### src/fnp_pkg.sv
package fnp_pkg;

  localparam int unsigned MaxDivLog2 = 7;
  localparam int unsigned FreqW      = 35;
  localparam int unsigned RefW       = 30;
  localparam int unsigned RemW       = 32;
  localparam int unsigned DvdW       = 42;
  localparam int unsigned FracW      = 10;
  localparam int unsigned FracCells  = 10;
  localparam int unsigned NCells     = FreqW;
  localparam int unsigned NumWords   = 9;
  localparam logic [9:0]  FracDen    = 10'd1000;

  localparam logic [6:0] AddrCal   = 7'h2C;
  localparam logic [6:0] AddrN     = 7'h24;
  localparam logic [6:0] AddrNum   = 7'h2B;
  localparam logic [6:0] AddrMux   = 7'h4E;
  localparam logic [6:0] AddrNumHi = 7'h2A;
  localparam logic [6:0] AddrDenLo = 7'h27;
  localparam logic [6:0] AddrDenHi = 7'h26;
  localparam logic [6:0] AddrChdiv = 7'h20;
  localparam logic [6:0] AddrCtrl  = 7'h00;

  localparam logic [15:0] DataCal   = 16'h8000;
  localparam logic [15:0] DataCtrl  = 16'h6070;
  localparam logic [15:0] DataChdiv = 16'h1001;

  localparam logic [1:0] RegRef    = 2'd0;
  localparam logic [1:0] RegVcoMin = 2'd1;
  localparam logic [1:0] RegVcoMax = 2'd2;

  localparam logic [1:0] MuxChdiv   = 2'd0;
  localparam logic [1:0] MuxVco     = 2'd1;
  localparam logic [1:0] MuxDoubler = 2'd2;

  typedef struct packed {
    logic            valid;
    logic [RemW-1:0] rem;
    logic [DvdW-1:0] dvd;
    logic [FreqW-1:0] q;
    logic [RemW-1:0] den;
    logic [15:0]     n;
    logic [1:0]      mux;
    logic [2:0]      chdiv;
  } div_t;

  typedef struct packed {
    logic        valid;
    logic [15:0] n;
    logic [FracW-1:0] frac;
    logic [1:0]  mux;
    logic [2:0]  chdiv;
  } plan_t;

endpackage

### src/fnp_div_cell.sv
module fnp_div_cell (
  input  logic          clk_i,
  input  logic          rst_ni,
  input  logic          en_i,
  input  fnp_pkg::div_t in_i,
  output fnp_pkg::div_t out_o
);

  fnp_pkg::div_t cell_d, cell_q;
  logic [fnp_pkg::RemW:0] trial;
  logic ge;

  // one restoring step: bring down a dividend bit, subtract if it fits
  always_comb begin
    trial = {in_i.rem, in_i.dvd[fnp_pkg::DvdW-1]};
    ge = trial >= {1'b0, in_i.den};
    cell_d = in_i;
    cell_d.rem = ge ? fnp_pkg::RemW'(trial - {1'b0, in_i.den}) : trial[fnp_pkg::RemW-1:0];
    cell_d.dvd = {in_i.dvd[fnp_pkg::DvdW-2:0], 1'b0};
    cell_d.q = {in_i.q[fnp_pkg::FreqW-2:0], ge};
  end

  always_ff @(posedge clk_i or negedge rst_ni) begin
    if (!rst_ni) begin
      cell_q <= '0;
    end else if (en_i) begin
      cell_q <= cell_d;
    end
  end

  assign out_o = cell_q;

endmodule

### config.mk
export PLATFORM = sky130hd
export DESIGN_NAME = fnp_div_cell
export DESIGN_NICKNAME = d
export VERILOG_FILES = /design/src/fnp_pkg.sv /design/src/fnp_div_cell.sv
export SDC_FILE = /design/constraint.sdc
export NUM_CORES = 1
export LEC_CHECK = 0
export BUFFER_PORTS_ARGS = -buffer_cell sky130_fd_sc_hd__buf_4
export CORE_MARGIN = 1.5
export CORE_UTILIZATION = 25
export CTS_BUF_LIST = sky130_fd_sc_hd__clkbuf_4
export DETAILED_ROUTE_END_ITERATION = 12
export PLACE_DENSITY = 0.59
export SLEW_MARGIN = 30
export SYNTH_ARGS = -nofsm -noshare
export SYNTH_HDL_FRONTEND = slang
export SYNTH_SLANG_ARGS = --single-unit
export TNS_END_PERCENT = 5
### constraint.sdc
create_clock -name clk_i -period 0.8 [get_ports clk_i]
set_input_delay 0.16 -clock clk_i [delete_from_list [all_inputs] [get_ports clk_i]]
set_output_delay 0.16 -clock clk_i [all_outputs]
set_load 0.02 [all_outputs]
# Word level (Yosys, flattened, before mapping)
# Index checks and enable logic that the tools add are counted.
# Widths: inputs -> output; s select.
dict set report word_totals {
  regBits 162
  in_bits 166
  wordCells 11
  out_inout_bits 163
}
dict set report op_classes {
  n_addsub 1
  n_mux 1
  order_cmp 1
}
# operator n
set op_table {}
lappend op_table {{$ge 33x32->1} 1}
lappend op_table {{$mux 32} 1}
lappend op_table {{$sub 32x32->32} 1}

# Logic depth before layout (Yosys ltp)
# Gate-level depths: netlist (run 1).
dict set report depth {
  ltp_word 2
  depth_mapped 14
  ltp_nobuf 12
}

# Least setup slack after synthesis (run 1)
# OpenSTA, ideal clock, no wires.
dict set report synth_timing {
  path_type {input to register}
  startpoint {input in_i[24] (netlist name)}
  endpoint {register cell_q (netlist bit out_o[53])}
  slack_ns -1.658
  t_arrival_ns 2.333
  t_required_ns 0.675
  path_buffers 2
  path_stages 12
  setup_ns 0.125
  path_cell_list {inv_1 -> ha_1 -> a21o_1 -> a21oi_1 -> o21ai_2 -> a2111oi_4 -> nor3b_4 -> o21ai_4 -> o31ai_4 -> buf_6 -> buf_8 -> mux2_2}
}
dict set report synth_between {
  elab_chain_len 1
}
# element line
set synth_rtl {}
lappend synth_rtl {{from (decl)} fnp_div_cell.sv:5} ;# input fnp_pkg::div_t in_i,
lappend synth_rtl {{$ge 33x32->1} fnp_div_cell.sv:16} ;# ge = trial >= {1'b0, in_i.den};
lappend synth_rtl {{to (signal assigned)} fnp_div_cell.sv:27} ;# cell_q <= cell_d;
lappend synth_rtl {{to (decl)} fnp_div_cell.sv:9} ;# fnp_pkg::div_t cell_d, cell_q;
# No other way between the ends.
# A chain may end at the register's enable or synchronous reset.

# Final worst setup path (run 1)
dict set report layout_timing {
  startpoint {input in_i[31] (netlist name)}
  endpoint {register cell_q (netlist bit out_o[53])}
}
# Same word-level chain as after synthesis.

==> results of run 1 <==
-- power by group through the flow --
stage | registers (mW) | logic [mW] | clock network (mW)
2_1_floorplan | 11.0 | 2.88 | 0
3_3_place_gp | 9.83 | 7.96 | 0
3_5_place_dp | 9.85 | 8.02 | 0
4_1_cts | 9.89 | 9.62 | 5.71
5_1_grt | 10.0 | 10.4 | 6.03
6_report | 9.91 | 9.71 | 5.46
-- cell usage after synthesis (5+ instances only) --
library cell	n	area share, %
a21o_1	10	0.91
a21oi_1	63	3.8
clkbuf_1	25	1.1
dfrtp_1	162	49
ha_1	32	4.9
inv_1	46	2.1
mux2_2	130	18
mux2i_1	22	2.7
nand2_1	28	1.3
nand2b_1	8	0.61
nand3_1	10	0.61
nor2_1	38	1.7
nor4_1	5	0.38
o211ai_1	8	0.73
o21ai_0	12	0.73
xnor2_1	18	1.9
xor2_1	10	1.1
-- routing by layer --
layer | vias to the layer above | routed length (um) | GRT usage, %
met4 | 4 | 486 | 4.98
met1 | 3754 | 11900 | 20.3
met5 | - | 27 | 0
met3 | 33 | 1770 | 5.59
li1 | 3750 | - | -
met2 | 233 | 15200 | 31.4
-- how the worst min path moves through the flow --
| stage | endpoint | slack, ps | cells after the start |
|---|---|---|---|
| floorplan | out_o[0]$_DFFE_PN0P_ | -140 | 0 |
| global placement | out_o[109]$_DFFE_PN0P_ | 50 | 1 |
| detailed placement | out_o[109]$_DFFE_PN0P_ | 50 | 1 |
| CTS | out_o[21]$_DFFE_PN0P_ | -270 | 2 |
| global route | out_o[21]$_DFFE_PN0P_ | -270 | 2 |
| finish | out_o[21]$_DFFE_PN0P_ | -190 | 2 |
-- per-stage QoR --
stage	instances	util [%]	power, mW
after floorplan	706	-	13.9
after global placement	1576	38.2	17.8
after detailed placement	1576	38.2	17.9
after CTS	1778	47.1	25.2
after global routing	1782	47.5	26.5
final	1782	47.5	25.1
-- final cells by class --
| cell class | count | area [um2] | share of cell area [%] |
|---|---|---|---|
| tap | 442 | 553 | 3.59 |
| antenna | 1 | 2.50 | 0.0162 |
| clock inverter | 12 | 155 | 1.01 |
| multi-input combinational | 467 | 4310 | 27.9 |
| clock buffer | 19 | 143 | 0.925 |
| sequential | 162 | 4050 | 26.3 |
| inverter | 46 | 185 | 1.20 |
| timing repair buffer | 633 | 6010 | 39.0 |
-- what timing repair did --
item	4_1_cts	5_1_grt
gates cloned	2	1
buffers inserted	11	1
setup endpoints to repair	197	244
hold buffers	158	1
resized for setup	212	15
pin swaps	28	12
hold endpoints to repair	323	15
-- cells by family after synthesis --
logic type	after synthesis
buf+inv	77
other cells	1
flops	162
compound gates	138
fa+ha+maj	33
xor+xnor	28
mux	154
simple gates	113
==> metrics.md, run 1 <==
| Metric | Value |
|---|---|
| Outcome | `complete, but fails checks` |
| Failing checks | `hold timing, setup timing` |
| Largest net degree at the start of global routing | `43` |
| Int Pwr | `16.8 mW` |
| Die Area | `33900 um2` |
| Row count | `66` |
| Max-slew violations | `0` |
| XOR/XNOR share of the synthesized area | `about 3.0%` |
| Area share of and/or/nand/nor cells after synthesis | `6.73%` |
| Min-Delay Startpoint | `in_i[21]` |
| Synth cell types | `59` |
| Detailed Route Iter0 Violations | `250` |
| Crit Path Max Fanout | `12` |
| Syn_nets | `905` |
| PnR worst setup slack | `-1170 ps` |
| Mux cell area share after synthesis | `20.8%` |
| Via Count | `7774` |
| Hold WS | `-189 ps` |
| Slowest library cell on the worst path | `a2111oi_4` |
| Setup Skew | `0 ps` |
| Seq/Total Area, Yosys | `around half` |
| CP Launch Type | `input port` |
| Average size of a mapped cell | `11.6 um2` |
| Via-per-instance ratio | `4.36` |
| Initial Util | `approximately a quarter` |
| Adder-cell share of the synthesized area | `5.12%` |
| Worst-Margin Slew | `between 400 and 500 ps` |
| R2R Setup Slk | `-40 ps` |
| Die Wd | `184 um` |
| Max reg flops | `between 150 and 200` |
| Switching pwr | `between 8 and 9 mW` |
| Final WL | `29.4 mm` |
| Largest family of logic cells by synthesized area | `multiplexers` |
| Core box area | `32500 um2` |
| Share of cells above drive strength 1 | `a little over half` |
| Cell area after layout | `around 15000 um2` |
| R2r endpoint | `out_o[160]$_DFFE_PN0P_` |
| Synth warn | `0` |
| Final hold vios | `7` |
| Filler cells | `2920` |
| Vias in the first global route | `around 8600` |
| Clock group share of total power | `between 20% and 30%` |
| Num ports | `329` |
| Maximum buffer depth of the clock tree | `2` |
| Cell chain of the critical path | `buf_4 > inv_2 > ha_4 > a21oi_1 > o21ai_1 > a2111oi_4 > nor3b_4 > o21ai_4 > o31ai_4 > buf_4 > bufbuf_16 > mux2_2` |
| Die Span Y | `184 um` |
| First-pass GRT wire length | `46.1 mm` |
| Initial antenna violation count | `3` |
| LEAKAGE | `7.14 nW` |
| Synth-to-layout area growth | `87.7%` |
| FF-to-FF path depth | `3` |
| Worst slew margin relative to its limit | `67.9%` |
| Crit path depth | `12` |
| Worst Hold Class | `input port to flip-flop` |
| R2r startpoint | `out_o[160]$_DFFE_PN0P_` |
| Final nets | `1526` |
| Final setup fails | `207` |
| Top cell by count, worst path | `buf_4` |
| DR pass1 iterations | `4` |
| Sw frac | `between 30% and 40%` |
| Top FF cell, synth | `dfrtp_1` |
| TNS Setup | `-118700 ps` |
| Setup WS pre-CTS | `-2020 ps` |
| CP endpoint kind | `flip-flop` |
| Compound-Gate Fraction of Synth Area | `11.0%` |
| CTS clk-pin slew, worst paths | `160 ps` |
| Setup Crit Path Kind | `input port to flip-flop` |
| DRC | `0` |
| Power share of the sequential group | `between 30% and 40%` |
| Port bufs | `326` |
| Critical path origin | `in_i[31]` |
| Tmin final | `1970 ps` |
| CTS HTree Levels | `4` |
| CTS sink count | `~160` |
| Average routed wire per standard cell | `between 15 and 20 um` |
| GR Util All Layers | `17.7%` |
| CP bufs+invs | `4` |
| CTS root buffer | `clkbuf_4` |
| Synth Cell Area | `8210 um2` |
| Worst Setup EP | `out_o[53]$_DFFE_PN0P_` |
| EDFF count, synth | `0` |
| CTS tree | `yes` |
| Critical path's top delay family | `compound AO/OA/AOI/OAI gates` |
| Yosys reg bits | `162` |
| Pwr Density | `1630 nW/um2` |
| Crit path largest cell delay | `420 ps` |
| RSZ-0062 raised after global routing | `yes` |
| Remaining Overflow, GRT | `0` |
| CTS buffer count | `17` |
| Area post-placement | `12400 um2` |
| Final period util | `247%` |
| Post-Synthesis Cells | `slightly above 700` |
| Req. time, crit path | `1310 ps` |
| Max-Cap Viols | `0` |
| Post-DP HPWL | `20.1 mm` |
| Comb power frac | `38.7%` |
| Max Fclk | `0.506 GHz` |
| Most frequent cells in the layout | `buf_4 (283), buf_6 (177), dfrtp_1 (162), dlygate4sd3_1 (159), mux2_2 (123)` |
| Synth async-reset ratio | `100%` |
| Worst endpoint data arrival time | `2490 ps` |
| GPL Wtd Cong | `roughly 0.84` |
| Clock Latency Late Sink | `between 500 and 600 ps` |
| Worst VDD drop | `between 1 and 1.5 mV` |
| Antenna Violating Nets Remaining | `0` |
| Most common cell after layout, fill and taps aside | `buf_4` |
(Power assumes the default switching activity.)
==> inputs of run 2 (changes only) <==
GPL_TIMING_DRIVEN = 0   (was unset)
PLACE_DENSITY = unset   (was 0.59)
==> metrics.md, run 2 (synthesized netlist as in run 1, its figures left out) <==
| Metric | Value |
|---|---|
| Failing checks | `hold timing, setup timing (unchanged)` |
| Comb power frac | `38.9% (was 38.7%)` |
| Max-slew violations | `0 (unchanged)` |
| Most frequent cells in the layout | `buf_4 (175), buf_6 (174), dfrtp_1 (160), dlygate4sd3_1 (159), mux2_2 (123) (was buf_4 (283), buf_6 (177), dfrtp_1 (162), dlygate4sd3_1 (159), mux2_2 (123))` |
| GR Util All Layers | `17.7% (about the same)` |
| Worst Hold Class | `input port to flip-flop (unchanged)` |
| Worst slew margin relative to its limit | `54.9% (was 67.9%)` |
| CTS root buffer | `clkbuf_4 (unchanged)` |
| Clock Latency Late Sink | `610 ps (was 590 ps)` |
| Core box area | `32500 um2 (unchanged)` |
| RSZ-0062 raised after global routing | `yes (unchanged)` |
| Remaining Overflow, GRT | `0 (unchanged)` |
| Row count | `66 (unchanged)` |
| Die Area | `33900 um2 (unchanged)` |
| Hold WS | `-210 ps (was -189 ps)` |
| Req. time, crit path | `1270 ps (was 1310 ps)` |
| CTS tree | `yes (unchanged)` |
| Worst VDD drop | `1.30 mV (was 1.35 mV)` |
| Largest net degree at the start of global routing | `80 (was 43)` |
| Filler cells | `2978 (was 2920)` |
| Synth-to-layout area growth | `78.9% (was 87.7%)` |
| Final cell count without fillers | `1694 (was 1782)` |
| CTS buffer count | `17 (unchanged)` |
| Switching pwr | `8.49 mW (was 8.28 mW)` |
| Power share of the sequential group | `41.5% (was 39.5%)` |
| Detailed Route Iter0 Violations | `209 (was 250)` |
| Placed Instances | `1475 (was 1576)` |
| Post-DP HPWL | `20.2 mm (was 20.1 mm)` |
| Clock group share of total power | `19.6% (was 21.8%)` |
| Outcome | `complete, but fails checks (unchanged)` |
| Average routed wire per standard cell | `17.5 um (was 16.5 um)` |
| Int Pwr | `15.4 mW (was 16.8 mW)` |
| Via-per-instance ratio | `4.44 (was 4.36)` |
| Share of cells above drive strength 1 | `49.6% (was 52.8%)` |
| Max Fclk | `0.489 GHz (was 0.506 GHz)` |
| DR pass1 iterations | `6 (was 4)` |
| Maximum buffer depth of the clock tree | `2 (unchanged)` |
| CTS clk-pin slew, worst paths | `150 ps (was 160 ps)` |
| Vias in the first global route | `8222 (was 8589)` |
| Antenna Violating Nets Remaining | `0 (unchanged)` |
| Most common cell after layout, fill and taps aside | `buf_4 (unchanged)` |
| Final nets | `1437 (was 1526)` |
| Initial antenna violation count | `1 (was 3)` |
| Initial Util | `25.3% (unchanged)` |
| First-pass GRT wire length | `45.3 mm (was 46.1 mm)` |
| Final setup fails | `244 (was 207)` |
| Max reg flops | `162 (unchanged)` |
| Setup Skew | `0 ps (unchanged)` |
| CP Launch Type | `input port (unchanged)` |
| Crit Path Max Fanout | `5 (was 12)` |
| Worst endpoint data arrival time | `2510 ps (was 2490 ps)` |
| Die Wd | `184 um (unchanged)` |
| CP endpoint kind | `flip-flop (unchanged)` |
| Overall power | `23.9 mW (was 25.1 mW)` |
| Cell area after layout | `14700 um2 (was 15400 um2)` |
| Final hold vios | `5 (was 7)` |
| Die Span Y | `184 um (unchanged)` |
| Pwr Density | `1630 nW/um2 (about the same)` |
| Setup Crit Path Kind | `input port to flip-flop (unchanged)` |
| Port bufs | `325 (was 326)` |
| Via Count | `7526 (was 7774)` |
| CTS HTree Levels | `4 (unchanged)` |
| Max-Cap Viols | `0 (unchanged)` |
| Tmin final | `2040 ps (was 1970 ps)` |
| CTS sink count | `162 (unchanged)` |
| Final WL | `29.6 mm (was 29.4 mm)` |
| GPL Wtd Cong | `0.807 (was 0.840)` |
| Worst-Margin Slew | `677 ps (was 469 ps)` |
| DRC | `0 (unchanged)` |
| PnR worst setup slack | `-1240 ps (was -1170 ps)` |
| Num ports | `329 (unchanged)` |
| Area post-placement | `11500 um2 (was 12400 um2)` |
| Sw frac | `35.5% (was 33.0%)` |
| LEAKAGE | `6.64 nW (was 7.14 nW)` |
| Final period util | `255% (was 247%)` |
run 2: cell count changes in the layout (fill, tap and decap cells not counted), moves of 4 or more:
cell and delta:
ha_1 -4, buf_12 -6, buf_4 -108, clkbuf_1 +7, inv_2 -7, inv_4 +4
buf_8 +5, clkbuf_2 +11
run 2: metal layers:
layer  share of wire (%)  up-vias  track usage (%)
met1                  39     3646             20.0
met2                  50      273             30.2
li1                    -     3563                -
met5                   0        -                0
met3                 8.1       44             6.82
met4                 2.5        0             6.13
run 2: final cells by class:
type	count	area, um2	area share (%)
timing repair buffer	516	5050	34.4
multi-input combinational	467	4410	30.0
sequential	162	4060	27.6
tap	442	553	3.76
inverter	46	195	1.33
buffer	28	188	1.28
clock buffer	17	128	0.869
clock inverter	15	109	0.741
antenna	1	2.50	0.0170
run 2: repair_timing:
action | CTS | global route
hold buffers | 159 | 1
hold endpoints to repair | 323 | 6
endpoints found under the setup margin | 324 | 287
gates resized for setup | 228 | 65
pin swaps | 37 | 32
cloned | 2 | 0
setup buffers | 19 | 10
run 2: critical path, stage by stage:
cell	delay (ps)
buf_8	90
inv_8	30
ha_4	300
a21oi_4	70
a211o_1	310
o21ai_2	100
a2111oi_4	100
nor3b_4	310
o21ai_4	100
o31ai_4	270
buf_6	160
buf_12	120
buf_12	110
mux2i_1	180
a21oi_1	80
run 2: final timing paths:
kind / depth (start not counted) / from / slack (ps) / endpoint
setup / recovery: 15 / in_i[28] / -1240 / out_o[136]$_DFFE_PN0P_
hold / removal: 2 / in_i[21] / -210 / out_o[21]$_DFFE_PN0P_
setup reg to reg: 1 / out_o[115]$_DFFE_PN0P_ / -60 / out_o[115]$_DFFE_PN0P_
hold reg to reg: 1 / out_o[159]$_DFFE_PN0P_ / 530 / out_o[159]$_DFFE_PN0P_
max in group asynchronous: 3 / rst_ni / 260 / out_o[103]$_DFFE_PN0P_
min in group asynchronous: 3 / rst_ni / 110 / out_o[0]$_DFFE_PN0P_
run 2: power by group through the flow:
stage | clock [mW] | sequential [mW] | combinational, mW
2_1_floorplan | 0 | 11.0 | 2.88
3_3_place_gp | 0 | 9.84 | 7.27
3_5_place_dp | 0 | 9.87 | 7.36
4_1_cts | 4.94 | 9.91 | 9.08
5_1_grt | 5.25 | 10.1 | 9.95
6_report | 4.69 | 9.93 | 9.30
run 2: metrics by stage:
step	setup WS, ps	setup TNS [ps]	utilization (%)
after floorplan	-1540	-116920	-
after detailed placement	-2510	-254090	35.4
after CTS	-1200	-163010	44.5
after global routing	-1250	-144550	45.3
final	-1240	-126360	45.3
after global placement	-2520	-482310	35.2
