### src/fnp_pkg.sv
package fnp_pkg;

  localparam int unsigned MaxDivLog2 = 7;
  localparam int unsigned FreqW      = 35;
  localparam int unsigned RefW       = 30;
  localparam int unsigned RemW       = 32;
  localparam int unsigned DvdW       = 42;
  localparam int unsigned FracW      = 10;
  localparam int unsigned FracCells  = 10;
  localparam int unsigned NCells     = FreqW;
  localparam int unsigned NumWords   = 9;
  localparam logic [9:0]  FracDen    = 10'd1000;

  localparam logic [6:0] AddrCal   = 7'h2C;
  localparam logic [6:0] AddrN     = 7'h24;
  localparam logic [6:0] AddrNum   = 7'h2B;
  localparam logic [6:0] AddrMux   = 7'h4E;
  localparam logic [6:0] AddrNumHi = 7'h2A;
  localparam logic [6:0] AddrDenLo = 7'h27;
  localparam logic [6:0] AddrDenHi = 7'h26;
  localparam logic [6:0] AddrChdiv = 7'h20;
  localparam logic [6:0] AddrCtrl  = 7'h00;

  localparam logic [15:0] DataCal   = 16'h8000;
  localparam logic [15:0] DataCtrl  = 16'h6070;
  localparam logic [15:0] DataChdiv = 16'h1001;

  localparam logic [1:0] RegRef    = 2'd0;
  localparam logic [1:0] RegVcoMin = 2'd1;
  localparam logic [1:0] RegVcoMax = 2'd2;

  localparam logic [1:0] MuxChdiv   = 2'd0;
  localparam logic [1:0] MuxVco     = 2'd1;
  localparam logic [1:0] MuxDoubler = 2'd2;

  typedef struct packed {
    logic            valid;
    logic [RemW-1:0] rem;
    logic [DvdW-1:0] dvd;
    logic [FreqW-1:0] q;
    logic [RemW-1:0] den;
    logic [15:0]     n;
    logic [1:0]      mux;
    logic [2:0]      chdiv;
  } div_t;

  typedef struct packed {
    logic        valid;
    logic [15:0] n;
    logic [FracW-1:0] frac;
    logic [1:0]  mux;
    logic [2:0]  chdiv;
  } plan_t;

endpackage

### src/fnp_word_seq.sv
module fnp_word_seq (
  input  logic           clk_i,
  input  logic           rst_ni,
  input  fnp_pkg::plan_t plan_i,
  output logic           ready_o,
  output logic           out_valid_o,
  input  logic           out_stall_i,
  output logic [6:0]     reg_address_o,
  output logic [15:0]    reg_data_o,
  output logic           last_write_o
);

  logic [3:0] cnt_d, cnt_q;
  logic busy_d, busy_q;
  logic fin, load, take;
  fnp_pkg::plan_t plan_d, plan_q;

  assign take = busy_q && !out_stall_i;
  assign fin = take && (cnt_q == 4'(fnp_pkg::NumWords - 1));
  assign ready_o = !busy_q || fin;
  assign load = ready_o && plan_i.valid;

  always_comb begin
    cnt_d = cnt_q;
    busy_d = busy_q;
    plan_d = plan_q;
    if (load) begin
      cnt_d = '0;
      busy_d = 1'b1;
      plan_d = plan_i;
    end else if (fin) begin
      busy_d = 1'b0;
    end else if (take) begin
      cnt_d = cnt_q + 4'd1;
    end
  end

  always_ff @(posedge clk_i or negedge rst_ni) begin
    if (!rst_ni) begin
      cnt_q <= '0;
      busy_q <= 1'b0;
      plan_q <= '0;
    end else begin
      cnt_q <= cnt_d;
      busy_q <= busy_d;
      plan_q <= plan_d;
    end
  end

  always_comb begin
    reg_address_o = fnp_pkg::AddrCtrl;
    reg_data_o = fnp_pkg::DataCtrl;
    unique case (cnt_q)
      4'd0: begin
        reg_address_o = fnp_pkg::AddrCal;
        reg_data_o = fnp_pkg::DataCal;
      end
      4'd1: begin
        reg_address_o = fnp_pkg::AddrN;
        reg_data_o = plan_q.n;
      end
      4'd2: begin
        reg_address_o = fnp_pkg::AddrNum;
        reg_data_o = 16'(plan_q.frac);
      end
      4'd3: begin
        reg_address_o = fnp_pkg::AddrMux;
        reg_data_o = 16'(plan_q.mux);
      end
      4'd4: begin
        reg_address_o = fnp_pkg::AddrNumHi;
        reg_data_o = '0;
      end
      4'd5: begin
        reg_address_o = fnp_pkg::AddrDenLo;
        reg_data_o = 16'(fnp_pkg::FracDen);
      end
      4'd6: begin
        reg_address_o = fnp_pkg::AddrDenHi;
        reg_data_o = '0;
      end
      4'd7: begin
        reg_address_o = fnp_pkg::AddrChdiv;
        reg_data_o = {7'd0, plan_q.chdiv, 6'd0} | fnp_pkg::DataChdiv;
      end
      default: begin
        reg_address_o = fnp_pkg::AddrCtrl;
        reg_data_o = fnp_pkg::DataCtrl;
      end
    endcase
  end

  assign out_valid_o = busy_q;
  assign last_write_o = cnt_q == 4'(fnp_pkg::NumWords - 1);

  a_seq_continues: assert property (@(posedge clk_i) disable iff (!rst_ni)
    out_valid_o && !out_stall_i && !last_write_o |=> out_valid_o)
    else $error("write sequence broke off early");
  a_cnt_holds: assert property (@(posedge clk_i) disable iff (!rst_ni)
    out_valid_o && out_stall_i |=> $stable(cnt_q) && $stable(plan_q))
    else $error("stalled word changed");
  a_num_range: assert property (@(posedge clk_i) disable iff (!rst_ni)
    out_valid_o && reg_address_o == fnp_pkg::AddrNum |-> reg_data_o < 16'(fnp_pkg::FracDen))
    else $error("fraction numerator out of range");

endmodule
### config.mk
export PLATFORM = sky130hd
export DESIGN_NAME = fnp_word_seq
export DESIGN_NICKNAME = d
export VERILOG_FILES = /design/src/fnp_pkg.sv /design/src/fnp_word_seq.sv
export SDC_FILE = /design/constraint.sdc
export NUM_CORES = 1
export LEC_CHECK = 0
export ABC_AREA = 1
export ABC_CLOCK_PERIOD_IN_PS = 3000
export BUFFER_PORTS_ARGS = -buffer_cell sky130_fd_sc_hd__buf_4
export CAP_MARGIN = 10
export CORE_ASPECT_RATIO = 1.4
export CORE_UTILIZATION = 54
export CTS_CLUSTER_DIAMETER = 120
export DETAILED_ROUTE_END_ITERATION = 6
export PLACE_DENSITY = 0.82
export SYNTH_ARGS = -nofsm -noshare
export SYNTH_HDL_FRONTEND = slang
export SYNTH_SLANG_ARGS = --single-unit
### constraint.sdc
create_clock -name clk_i -period 3 [get_ports clk_i]
set_input_delay 0.6 -clock clk_i [delete_from_list [all_inputs] [get_ports clk_i]]
set_output_delay 0.6 -clock clk_i [all_outputs]
set_load 0.02 [all_outputs]
# --- Word level (Yosys, flattened, before mapping) ---
# Index checks and enable logic that the tools add are counted.
# Widths: inputs -> output; s select.
classes:
  n_addsub: 1
  n_mul: 0
  div_mod_pow: 0
  order_cmp: 0
  eq_ne: 9
  shift: 0
  n_mux: 7
  bitwise_logic: 0
  n_reduce_logical: 11
ops:
  columns: ["operator", "n"]
  rows:
  - ["$pmux 16 s7", 1]
  - ["$pmux 7 s8", 1]
  - ["$eq 4x3->1 const B", 4]
  - ["$mux 4", 3]
  - ["$eq 4x2->1 const B", 2]
  - ["$add 4x1->4 const B", 1]
  - ["$eq 4x1->1 const B", 1]
  - ["$eq 4x4->1 const B", 1]
  - ["$logic_not 4->1", 1]
  - ["$reduce_bool 2->1", 2]
  - ["$logic_and 1x1->1", 3]
  - ["$logic_not 1->1", 2]
  - ["$mux 1", 2]
  - ["$ne 2x1->1 const B", 1]
  - ["$reduce_and 2->1", 1]
  - ["$reduce_or 2->1", 1]
  - ["$logic_or 1x1->1", 1]
word_totals:
  reg_bits: 36
  latchBits: 0
  mem_bits_rw: 0
  romBits: 0
  out_inout_bits: 26
  wordCells: 34
  n_memories: 0

# --- Depth between registers and ports, before layout ---
# Gate-level depths: netlist (run 1).
depth:
  depth_word: 7
  mapped_depth: 9
  depth_no_buf: 8

# --- Worst setup path after synthesis (run 1) ---
# OpenSTA, ideal clock, no wires.
synth_timing:
  path_type: "register to output"
  start: "reg cnt_q[0]"
  end: "out reg_address_o[3]"
  arrival_ps: 1385
  required_time_ps: 2400
  setup_slack_ps: 1015
  path_stages_with_launch: 6
  path_cell_list: "dfrtp_1 ha_1 inv_1 nor2_1 nor2_1 o21ai_0"
synth_via:
  elab_chain_len: 2
synth_rtl:
  columns: ["item", "line", "rtl"]
  rows:
  - ["start, declared", "fnp_word_seq.sv:13", "logic [3:0] cnt_d, cnt_q;"]
  - ["start signal, assigned", "fnp_word_seq.sv:44", "cnt_q <= cnt_d;"]
  - ["$eq 4x3->1 (tied with other cells)", "fnp_word_seq.sv:53", "unique case (cnt_q)"]
  - ["$pmux 7 s8 (*)", "fnp_word_seq.sv:53", null]
  - ["end, declared", "fnp_word_seq.sv:8", "output logic [6:0] reg_address_o,"]
# Mark *: on every way between the ends. The rest lies on a longest branch, timed or not.

# --- Worst setup path in the final report (run 1) ---
layout_timing:
  start: "reg cnt_q[0]"
  end: "out reg_data_o[6]"
layout_via:
  elab_chain_len: 3
layout_rtl:
  columns: ["item", "line", "rtl"]
  rows:
  - ["$eq 4x3->1", "fnp_word_seq.sv:53", null]
  - ["$reduce_or 2->1 (no line)", null, null]
  - ["$pmux 16 s7 (*)", "fnp_word_seq.sv:53", null]
  - ["end, declared", "fnp_word_seq.sv:9", "output logic [15:0] reg_data_o,"]
# Marked as above.

==> reports/qor.yml, run 1 <==
critical_path:
  worst-endpoint-required_ns: 2.40
  worst-endpoint-arrival_ns: 2.00
  timing.setup.critical_path_class: "reg2out"
  worst_r2r_path_depth: 7
  worstSetupEndpointType: "primary output"
  worstPathMaxFanout: 5
  worstSetupStartpointType: "flip-flop"
die:
  die_ht_um: 72.1
  placeableCoreArea_um2: 3380
  top_level_ports: 61
  die_outline_area_um2: 3760
  initial_standard_cell_utilization_of_the_core_pct: 56.1
  die_width_um: 52.1
  number_of_cell_rows: 25
power_and_ir_drop:
  power.leakage_nw: 1.42
  final_power_mw: 2.86
  pwr_density_cell_nw_per_um2: 1180
  ir_worst_vdd_v: 0.000778
clocking:
  post_cts_buffers: 0
  cts.htree.levels: 2
  cts_buffers: 5
  worstSkewPairLatency_ns: 0.29
  path_clk_slew_ns: 0.07
  cts_tree: "built"
  post_cts_resized: 0
  clk_path_buf_depth: 2
  cts_hold_buffers: 0
  clock-sinks: 36
  cts.root.buffer_cell: "sky130_fd_sc_hd__clkbuf_8"
logic_synthesis:
  synthCells: 264
  yosys_warnings: 0
  synth_flop_cell: "sky130_fd_sc_hd__dfrtp_1"
  netlist-cell-type-count: 19
  asr_flop_ratio_synth_pct: 100
  seq_area_frac_synth_pct: 47.5
  syn_nets: 303
  synth-edff-count: 0
  syn-mean-instance-area_um2: 7.18
  ys_ff_latch: 36
  mappedNetlistArea_um2: 1900
drt:
  routed_wirelength_mm: 4.72
  routed-via-count: 1868
  detail_route.first_pass.iterations: 4
  ant_nets: 0
  drt-initial-drc-count: 86
  avgViaCountPerCell: 5.20
  routed_wire_length_per_instance_um: 13.1
  route.detailed.drc: 0
global_route:
  globalRouteOverflowTotal: 0
  vias_in_the_first_global_route: 1723
  grt_antenna_before_repair: 0
  gr-usage-all-layers_pct: 27.4
  grt_pass1_wl_mm: 7.67
  grt_max_degree: 37
timing:
  total_negative_setup_slacks_ns: 0
  worst_slew_margin_rel_pct: 55.6
  final-setup-viol-count: 0
  tightestPinTransition_ns: 0.664
  fin_worst_skew_ns: 0.00894
  unrepaired_setup_endpoints_after_global_routing: "false"
  fin_crit_ns: 2.60
  layout_worst_path_cycle_share_pct: 86.6
  slew_viols_final: 0
  final_hold_viol_count: 0
  max_freq_mhz: 385
final_layout:
  fin_nets: 357
  area.growth.synth_to_final_pct: 27.8
  share_of_post_route_cells_with_drive_strength_above_1_pct: 22.3
  antenna-diode-count: 0
min_path:
  min-delay-path-class: "in2async"
place:
  dpl.hpwl_mm: 3.31
  placement.io_buffers: 59
  place.gp.congestion: 0.871
flow_run:
  max_cap_viols: 0
run_status:
  status: "completed"
==> registers in the layout (all words and copies together) (netlist names) <==
signal	cells
cnt_q	4
out_valid_o	1
plan_q	31
==> power by group <==
group	switching [mW]	internal, mW
Clock	0.166	0.187
Combinational	1.03	0.617
Sequential	0.150	0.712
Total	1.34	1.52
==> path summary, 6_finish.rpt <==
path                                  from  slack (ns)            end
worst max-delay path              cnt_q[0]        0.40  reg_data_o[6]
min in group clk_i              plan_q[29]        0.47     plan_q[29]
worst min-delay path                rst_ni        0.26     plan_q[30]
max in group asynchronous           rst_ni        2.40       cnt_q[1]
worst max register to register    cnt_q[0]        1.01     plan_q[27]
worst min register to register  plan_q[29]        0.47     plan_q[29]
==> through the flow <==
stage,cells,hold WS (ns),util [%],instance area (µm²),worst slack (ns)
floorplan,264,0.304,-,1900,1.01
global placement,351,0.453,69.1,2330,0.821
detailed placement,351,0.459,69.1,2330,0.745
CTS,359,0.272,71.8,2420,0.418
global route,359,0.288,71.8,2420,0.233
finish,359,0.257,71.8,2420,0.403
==> kinds of logic after synthesis <==
group / after synthesis / synth area share [%]
other: 1 / 0.198
xor gates and xnor gates: 1 / 0.462
and+or+nand+nor: 181 / 39.5
adders and majority gates: 4 / 2.64
AOI/OAI and AO/OA: 8 / 2.44
buffers and inverters: 33 / 7.26
DFF: 36 / 47.5
==> synth_stat cells, types with 3 or more instances <==
master | number | share of area (%)
sky130_fd_sc_hd__nand2_1 | 117 | 23
sky130_fd_sc_hd__nand3_1 | 40 | 11
sky130_fd_sc_hd__dfrtp_1 | 36 | 47
sky130_fd_sc_hd__inv_1 | 19 | 3.8
sky130_fd_sc_hd__nor2_1 | 16 | 3.2
sky130_fd_sc_hd__buf_2 | 8 | 2.1
sky130_fd_sc_hd__o21ai_0 | 5 | 1.3
sky130_fd_sc_hd__clkbuf_1 | 4 | 0.79
sky130_fd_sc_hd__ha_1 | 4 | 2.6
sky130_fd_sc_hd__nand4_1 | 4 | 1.3
sky130_fd_sc_hd__nand2_2 | 3 | 0.99
==> cells in the final DEF, fill, tap and decap left out <==
cell / n
sky130_fd_sc_hd__dfrtp_1: 36
sky130_fd_sc_hd__nand2_1: 117
sky130_fd_sc_hd__inv_1: 19
sky130_fd_sc_hd__nor2_2: 1
sky130_fd_sc_hd__ha_1: 4
sky130_fd_sc_hd__clkbuf_1: 2
sky130_fd_sc_hd__nand2_2: 3
sky130_fd_sc_hd__conb_1: 1
sky130_fd_sc_hd__nor2_1: 16
sky130_fd_sc_hd__a21oi_1: 1
sky130_fd_sc_hd__clkbuf_8: 6
sky130_fd_sc_hd__buf_4: 60
sky130_fd_sc_hd__o21ai_0: 5
sky130_fd_sc_hd__xor2_1: 1
sky130_fd_sc_hd__nand4_1: 4
sky130_fd_sc_hd__inv_2: 1
sky130_fd_sc_hd__a22o_1: 1
sky130_fd_sc_hd__o211ai_1: 1
sky130_fd_sc_hd__nand3_1: 40
==> worst max-delay path, cell delays in order, from the launching register on <==
cell and delay (ns):
sky130_fd_sc_hd__dfrtp_1 0.41, sky130_fd_sc_hd__inv_1 0.09, sky130_fd_sc_hd__ha_1 0.25, sky130_fd_sc_hd__o21ai_0 0.25
sky130_fd_sc_hd__nand2_1 0.09, sky130_fd_sc_hd__nor2_1 0.16, sky130_fd_sc_hd__nand2_1 0.18, sky130_fd_sc_hd__nand2_1 0.13
sky130_fd_sc_hd__buf_4 0.15
==> per-layer routing <==
metal / track usage [%] / vias up / wire length, µm
met1: 35.1 / 869 / 1990
li1: - / 930 / -
met3: 5.03 / 7 / 232
met4: 9.61 / 0 / 67
met5: 0 / - / 0
met2: 45.4 / 62 / 2430
==> cell type report <==
cell class / instances / area, µm²
Fill cell: 303 / 953
Clock buffer: 8 / 90.1
Timing Repair Buffer: 60 / 450
Sequential cell: 36 / 901
Inverter: 20 / 75.1
Tap cell: 40 / 50.0
Multi-Input combinational cell: 195 / 858
(Power assumes the default switching activity.)
==> run 2: changes to the inputs <==
--- a/config.mk
+++ b/config.mk
@@ -10,10 +10,11 @@
 export BUFFER_PORTS_ARGS = -buffer_cell sky130_fd_sc_hd__buf_4
 export CAP_MARGIN = 10
 export CORE_ASPECT_RATIO = 1.4
-export CORE_UTILIZATION = 54
+export CORE_UTILIZATION = 45
 export CTS_CLUSTER_DIAMETER = 120
 export DETAILED_ROUTE_END_ITERATION = 6
-export PLACE_DENSITY = 0.82
+export GPL_ROUTABILITY_DRIVEN = 1
+export PLACE_DENSITY = 0.7
 export SYNTH_ARGS = -nofsm -noshare
 export SYNTH_HDL_FRONTEND = slang
 export SYNTH_SLANG_ARGS = --single-unit
==> run 2 against run 1 <==
Against the previous run:
- the run now ends with DRC left
- clock skew decreased by 0.0036 ns
- utilization decreased by 9.9 points
- first-iteration DRC count decreased by 1.2%
- hold slack improved by 0.0057 ns
- total power increased by 3.3%
- global-route usage decreased by 3.8 points
- sequential cell count unchanged
- combinational power about the same
- critical path depth unchanged
==> reports/qor.yml, run 2 (same netlist as run 1, synthesis figures left out) <==
die:
  die_width_um: 56.9  # +9.2%
  placeableCoreArea_um2: 3990  # +18%
  die_ht_um: 78.8  # +9.3%
  number_of_cell_rows: 27  # +8.0%
  die_outline_area_um2: 4480  # +19%
  initial_standard_cell_utilization_of_the_core_pct: 47.6  # -8.6 points
  top_level_ports: 61  # unchanged
global_route:
  gr-usage-all-layers_pct: 23.6  # -3.8 points
  grt_antenna_before_repair: 0  # unchanged
  grt_max_degree: 37  # unchanged
  globalRouteOverflowTotal: 0  # unchanged
  vias_in_the_first_global_route: 1766  # +2.5%
  grt_pass1_wl_mm: 8.08  # +5.3%
run_status:
  status: "finished with violations"
  failing_checks: "DRC"
timing:
  fin_worst_skew_ns: 0.00532  # -0.00362 ns
  layout_setup_ws_ns: 0.419  # +0.0161 ns
  worst_slew_margin_rel_pct: 57.2  # +1.6 points
  fin_crit_ns: 2.58  # -0.0161 ns
  final-setup-viol-count: 0  # unchanged
  total_negative_setup_slacks_ns: 0  # unchanged
  final_hold_viol_count: 0  # unchanged
  tightestPinTransition_ns: 0.640  # -0.0236 ns
  layout_worst_path_cycle_share_pct: 86.0  # -0.54 points
  max_freq_mhz: 387  # +0.62%
  unrepaired_setup_endpoints_after_global_routing: "false"
  slew_viols_final: 0  # unchanged
final_layout:
  layout.area.seq_um2: 901  # unchanged
  largest_register_ffs: 31  # unchanged
  area.growth.synth_to_final_pct: 29.9
  fin_nets: 357  # unchanged
  antenna-diode-count: 0  # unchanged
  regMostFlops: "plan_q"
  mostFrequentLayoutCell: "sky130_fd_sc_hd__nand2_1"
  layout_common_cells: "sky130_fd_sc_hd__nand2_1, sky130_fd_sc_hd__buf_4, sky130_fd_sc_hd__nand3_1, sky130_fd_sc_hd__dfrtp_1, sky130_fd_sc_hd__inv_1"
  share_of_post_route_cells_with_drive_strength_above_1_pct: 22.9  # +0.63 points
  multiInputGateArea_um2: 858  # unchanged
  nFillCells: 392  # +29%
critical_path:
  path_cells: "inv_1 > ha_1 > o21ai_0 > nand2_1 > nor2_1 > nand2_1 > nand2_1 > buf_4"
  worstSetupEndpointType: "primary output"
  path_buf_inv: 2  # unchanged
  crit_path_launch: "cnt_q[0]"
  cp_top_family: "simple AND/OR/NAND/NOR gates"
  rr_startpoint: "cnt_q[0]"
  critical_path.max_stage_delay_ns: 0.42  # about the same
  timing.critical_path.mode_cell: "sky130_fd_sc_hd__nand2_1"
  worst-r2r-setup-slack_ns: 0.91  # -0.10 ns
  timing.setup.critical_path_class: "reg2out"
  worst_r2r_path_depth: 7  # unchanged
  crit_cells: 8  # unchanged
  worstPathMaxFanout: 5  # unchanged
  worstSetupStartpointType: "flip-flop"
  worst-endpoint-arrival_ns: 1.98  # -0.02 ns
  endpoint: "reg_data_o[6]"
  worst_r2r_endpoint: "plan_q[5]"
  worst-endpoint-required_ns: 2.40  # about the same
  critPathSlowestCell: "sky130_fd_sc_hd__dfrtp_1"
drt:
  detail_route.first_pass.iterations: 6  # +2
  ant_nets: 0  # unchanged
  routed-via-count: 1844  # -1.3%
  routed_wirelength_mm: 4.75  # +0.59%
  route.detailed.drc: 4  # +4
  routed_wire_length_per_instance_um: 13.1  # -0.24%
  drt-initial-drc-count: 85  # -1.2%
  avgViaCountPerCell: 5.09  # -2.1%
clocking:
  path_clk_slew_ns: 0.07  # about the same
  post_cts_resized: 0  # unchanged
  post_cts_buffers: 0  # unchanged
  cts_tree: "built"
  cts_buffers: 5  # unchanged
  worstSkewPairLatency_ns: 0.28  # about the same
  cts.htree.levels: 2  # unchanged
  clk_path_buf_depth: 2  # unchanged
  cts.root.buffer_cell: "sky130_fd_sc_hd__clkbuf_8"
  cts_hold_buffers: 0  # unchanged
  clock-sinks: 36  # unchanged
power_and_ir_drop:
  netSwitchingPower_mw: 1.33  # -0.76%
  power.internal_mw: 1.62  # +6.9%
  switching_share_pct: 45.1  # -1.8 points
  pwr_density_cell_nw_per_um2: 1200  # +1.6%
  final_power_mw: 2.95  # +3.3%
  power.leakage_nw: 1.44  # +1.3%
  ir_worst_vdd_v: 0.000855  # +9.9%
  pwr-share-seq_pct: 29.0  # -1.1 points
  clock_power_share_pct: 15.6  # +3.3 points
  pwr-share-comb_pct: 55.4  # -2.1 points
place:
  dpl.hpwl_mm: 3.37  # +2.0%
  pre_cts_slack_ns: 0.729  # -0.0156 ns
  place.gp.congestion: 0.891  # +2.2%
  placement.io_buffers: 59  # unchanged
flow_run:
  max_cap_viols: 0  # unchanged
min_path:
  min-delay-path-class: "in2async"
-- run 2: cell types whose count changed in the layout (fill, tap and decap cells not counted), sizes merged --
cell | previous run | this run
bufinv | 0 | 1
clkbuf | 8 | 7
-- run 2: worst min path at each step --
| stage | start | end | slack [ns] | cells past startpoint |
|---|---|---|---|---|
| after floorplan | rst_ni | cnt_q[0] | 0.30 | 0 |
| after global placement | plan_q[21] | plan_q[21] | 0.45 | 2 |
| after detailed placement | plan_q[20] | plan_q[20] | 0.46 | 2 |
| after CTS | rst_ni | out_valid_o | 0.28 | 1 |
| after global routing | rst_ni | plan_q[30] | 0.29 | 1 |
| final | rst_ni | out_valid_o | 0.26 | 1 |
-- run 2: through the flow --
stage	cell area, µm²	hold slack, ns	instances	utilization [%]
floorplan	1900	0.304	264	-
global placement	2340	0.455	354	58.7
detailed placement	2340	0.458	354	58.7
CTS	2460	0.275	362	61.8
global route	2460	0.291	362	61.8
finish	2460	0.263	362	61.8
-- run 2: metal layers --
metal / wire [µm] / vias to the layer above / track usage, %
li1: - / 927 / -
met1: 2030 / 852 / 29.4
met2: 2470 / 59 / 40.4
met3: 204 / 6 / 4.40
met4: 45 / 0 / 8.78
met5: 0 / - / 0
-- run 2: power groups by stage --
stage | combinational, mW | sequential, mW | clock (mW)
floorplan | 1.04 | 0.830 | 0
global placement | 1.63 | 0.858 | 0
detailed placement | 1.64 | 0.863 | 0
CTS | 1.65 | 0.856 | 0.469
global route | 1.80 | 0.888 | 0.490
finish | 1.64 | 0.856 | 0.460
-- run 2: layout make-up --
class | count | share of cell area, %
Inverter | 20 | 3.05
Clock inverter | 1 | 1.22
Sequential cell | 36 | 36.5
Tap cell | 43 | 2.18
Multi-Input combinational cell | 195 | 34.8
Clock buffer | 7 | 3.91
Timing Repair Buffer | 60 | 18.3
==> run 3: changes to the inputs <==
--- a/config.mk
+++ b/config.mk
@@ -6,10 +6,10 @@
 export NUM_CORES = 1
 export LEC_CHECK = 0
 export ABC_AREA = 1
-export ABC_CLOCK_PERIOD_IN_PS = 3000
+export ABC_CLOCK_PERIOD_IN_PS = 3100
 export BUFFER_PORTS_ARGS = -buffer_cell sky130_fd_sc_hd__buf_4
 export CAP_MARGIN = 10
-export CORE_ASPECT_RATIO = 1.4
+export CORE_ASPECT_RATIO = 0.6
 export CORE_UTILIZATION = 45
 export CTS_CLUSTER_DIAMETER = 120
 export DETAILED_ROUTE_END_ITERATION = 6
==> constraint.sdc (replaced) <==
create_clock -name clk_i -period 3.1 [get_ports clk_i]
set_input_delay 0.62 -clock clk_i [delete_from_list [all_inputs] [get_ports clk_i]]
set_output_delay 0.62 -clock clk_i [all_outputs]
set_load 0.02 [all_outputs]
==> run 3 against run 2 <==
Against the previous run:
- global-route usage grew 0.89 points
- critical endpoint is now reg_data_o[5]
- largest cell class unchanged
- final area is 0.61% lower
- the flow now finishes without violations
- sequential share of layout area increased by 0.22 points
- setup slack lost 0.017 ns
- clock-buffer cell count stayed put
- clock power decreased by 23%
==> reports/qor.yml, run 3 (same netlist as run 1, synthesis figures left out) <==
clocking:
  post_cts_resized: 0  # unchanged
  cts_buffers: 5  # unchanged
  clk_path_buf_depth: 2  # unchanged
  path_clk_slew_ns: 0.08  # about the same
  cts.root.buffer_cell: "sky130_fd_sc_hd__clkbuf_8"
  cts_hold_buffers: 0  # unchanged
  post_cts_buffers: 0  # unchanged
  cts_tree: "built"
  clock-sinks: 36  # unchanged
  cts.htree.levels: 2  # unchanged
  worstSkewPairLatency_ns: 0.29  # about the same
timing:
  slew_viols_final: 0  # unchanged
  fin_crit_ns: 2.70
  fin_hold_ws_ns: 0.264  # +0.000990 ns
  final-setup-viol-count: 0  # unchanged
  layout_worst_path_cycle_share_pct: 87.0
  worst_slew_margin_rel_pct: 55.2  # -2.0 points
  fin_worst_skew_ns: 0.00524  # -0.0000820 ns
  max_freq_mhz: 371
  final_hold_viol_count: 0  # unchanged
  tightestPinTransition_ns: 0.670  # +0.0301 ns
  unrepaired_setup_endpoints_after_global_routing: "false"
  total_negative_setup_slacks_ns: 0  # unchanged
run_status:
  status: "completed"
drt:
  routed_wirelength_mm: 4.83  # +1.8%
  routed-via-count: 1825  # -1.0%
  routed_wire_length_per_instance_um: 12.9  # -2.0%
  drt-initial-drc-count: 69  # -19%
  detail_route.first_pass.iterations: 6  # unchanged
  avgViaCountPerCell: 4.85  # -4.7%
  ant_nets: 0  # unchanged
  route.detailed.drc: 0  # -4
die:
  placeableCoreArea_um2: 3850  # -3.4%
  die_width_um: 85.8  # +51%
  top_level_ports: 61  # unchanged
  die_ht_um: 52.3  # -34%
  number_of_cell_rows: 17  # -37%
  die_outline_area_um2: 4490  # +0.11%
  initial_standard_cell_utilization_of_the_core_pct: 49.3  # +1.7 points
power_and_ir_drop:
  power.leakage_nw: 1.42  # -1.4%
  ir_worst_vdd_v: 0.000666  # -22%
  pwr_density_cell_nw_per_um2: 1140  # -5.1%
global_route:
  vias_in_the_first_global_route: 1754  # -0.68%
  grt_max_degree: 37  # unchanged
  grt_pass1_wl_mm: 8.15  # +0.85%
  globalRouteOverflowTotal: 0  # unchanged
  gr-usage-all-layers_pct: 24.4  # +0.89 points
  grt_antenna_before_repair: 0  # unchanged
critical_path:
  worstSetupStartpointType: "flip-flop"
  timing.setup.critical_path_class: "reg2out"
  worst-r2r-setup-slack_ns: 1.06  # +0.15 ns
  worstSetupEndpointType: "primary output"
  worstPathMaxFanout: 5  # unchanged
  worst_r2r_path_depth: 7  # unchanged
  worst_r2r_endpoint: "plan_q[21]"
  crit_path_launch: "cnt_q[0]"
  worst-endpoint-arrival_ns: 2.08  # +0.10 ns
  worst-endpoint-required_ns: 2.48  # +0.08 ns
  rr_startpoint: "cnt_q[0]"
final_layout:
  share_of_post_route_cells_with_drive_strength_above_1_pct: 22.6  # -0.31 points
  layout_common_cells: "sky130_fd_sc_hd__nand2_1, sky130_fd_sc_hd__buf_4, sky130_fd_sc_hd__nand3_1, sky130_fd_sc_hd__dfrtp_1, sky130_fd_sc_hd__inv_1"
  area.growth.synth_to_final_pct: 29.2
  antenna-diode-count: 0  # unchanged
  largest_register_ffs: 31  # unchanged
  fin_nets: 357  # unchanged
  regMostFlops: "plan_q"
  post-route-util_pct: 63.6  # +1.8 points
  nFillCells: 351  # -10%
  mostFrequentLayoutCell: "sky130_fd_sc_hd__nand2_1"
place:
  dpl.hpwl_mm: 3.41  # +1.0%
  place.gp.congestion: 0.877  # -1.5%
  placement.io_buffers: 59  # unchanged
flow_run:
  max_cap_viols: 0  # unchanged
min_path:
  min-delay-path-class: "in2async"
run 3: cell type report:
class | count | area, µm² | share of cell area [%]
clock buffers | 7 | 86.3 | 3.52
clock inverters | 1 | 7.51 | 0.306
inverters | 20 | 75.1 | 3.06
multi-input cells | 195 | 858 | 35.0
flip-flops and latches | 36 | 901 | 36.8
well taps | 57 | 71.3 | 2.91
repair buffers | 60 | 450 | 18.4
run 3: report_power, final:
part           leakage [nW]  total [mW]  internal, mW  switching, mW
clock                0.0445       0.353         0.181          0.173
sequential            0.446       0.824         0.688          0.136
combinational         0.926        1.61         0.597           1.01
run 3: worst max-delay path, stage by stage (launching register included):
cell and delay, ns:
sky130_fd_sc_hd__dfrtp_1 0.41, sky130_fd_sc_hd__inv_1 0.10, sky130_fd_sc_hd__ha_1 0.26, sky130_fd_sc_hd__o21ai_0 0.29
sky130_fd_sc_hd__nand2_1 0.11, sky130_fd_sc_hd__nor2_1 0.13, sky130_fd_sc_hd__nand2_1 0.21, sky130_fd_sc_hd__nand2_1 0.14
sky130_fd_sc_hd__buf_4 0.15
run 3: layer usage:
metal | part of all wire [%] | track usage [%] | up-vias | wire length, µm
li1 | - | - | 934 | -
met1 | 49 | 35.4 | 827 | 2390
met2 | 43 | 37.5 | 60 | 2080
met3 | 7.2 | 5.83 | 4 | 348
met4 | 0.35 | 5.28 | 0 | 17
met5 | 0 | 0 | - | 0
run 3: worst max-delay path by stage:
stage	to	slack [ns]	depth (start not counted)
after floorplan	reg_address_o[3]	1.09	5
after global placement	reg_data_o[6]	0.80	9
after detailed placement	reg_data_o[5]	0.74	8
after CTS	reg_data_o[14]	0.41	8
after global routing	reg_data_o[14]	0.25	8
final	reg_data_o[5]	0.40	8
run 3: metrics by stage:
stage	power, mW	instance area, µm²	std cells	setup slack, ns
2_1_floorplan	1.81	1900	264	1.09
3_3_place_gp	2.42	2360	368	0.804
3_5_place_dp	2.44	2360	368	0.735
4_1_cts	2.80	2450	376	0.406
5_1_grt	3.02	2450	376	0.249
6_report	2.79	2450	376	0.402
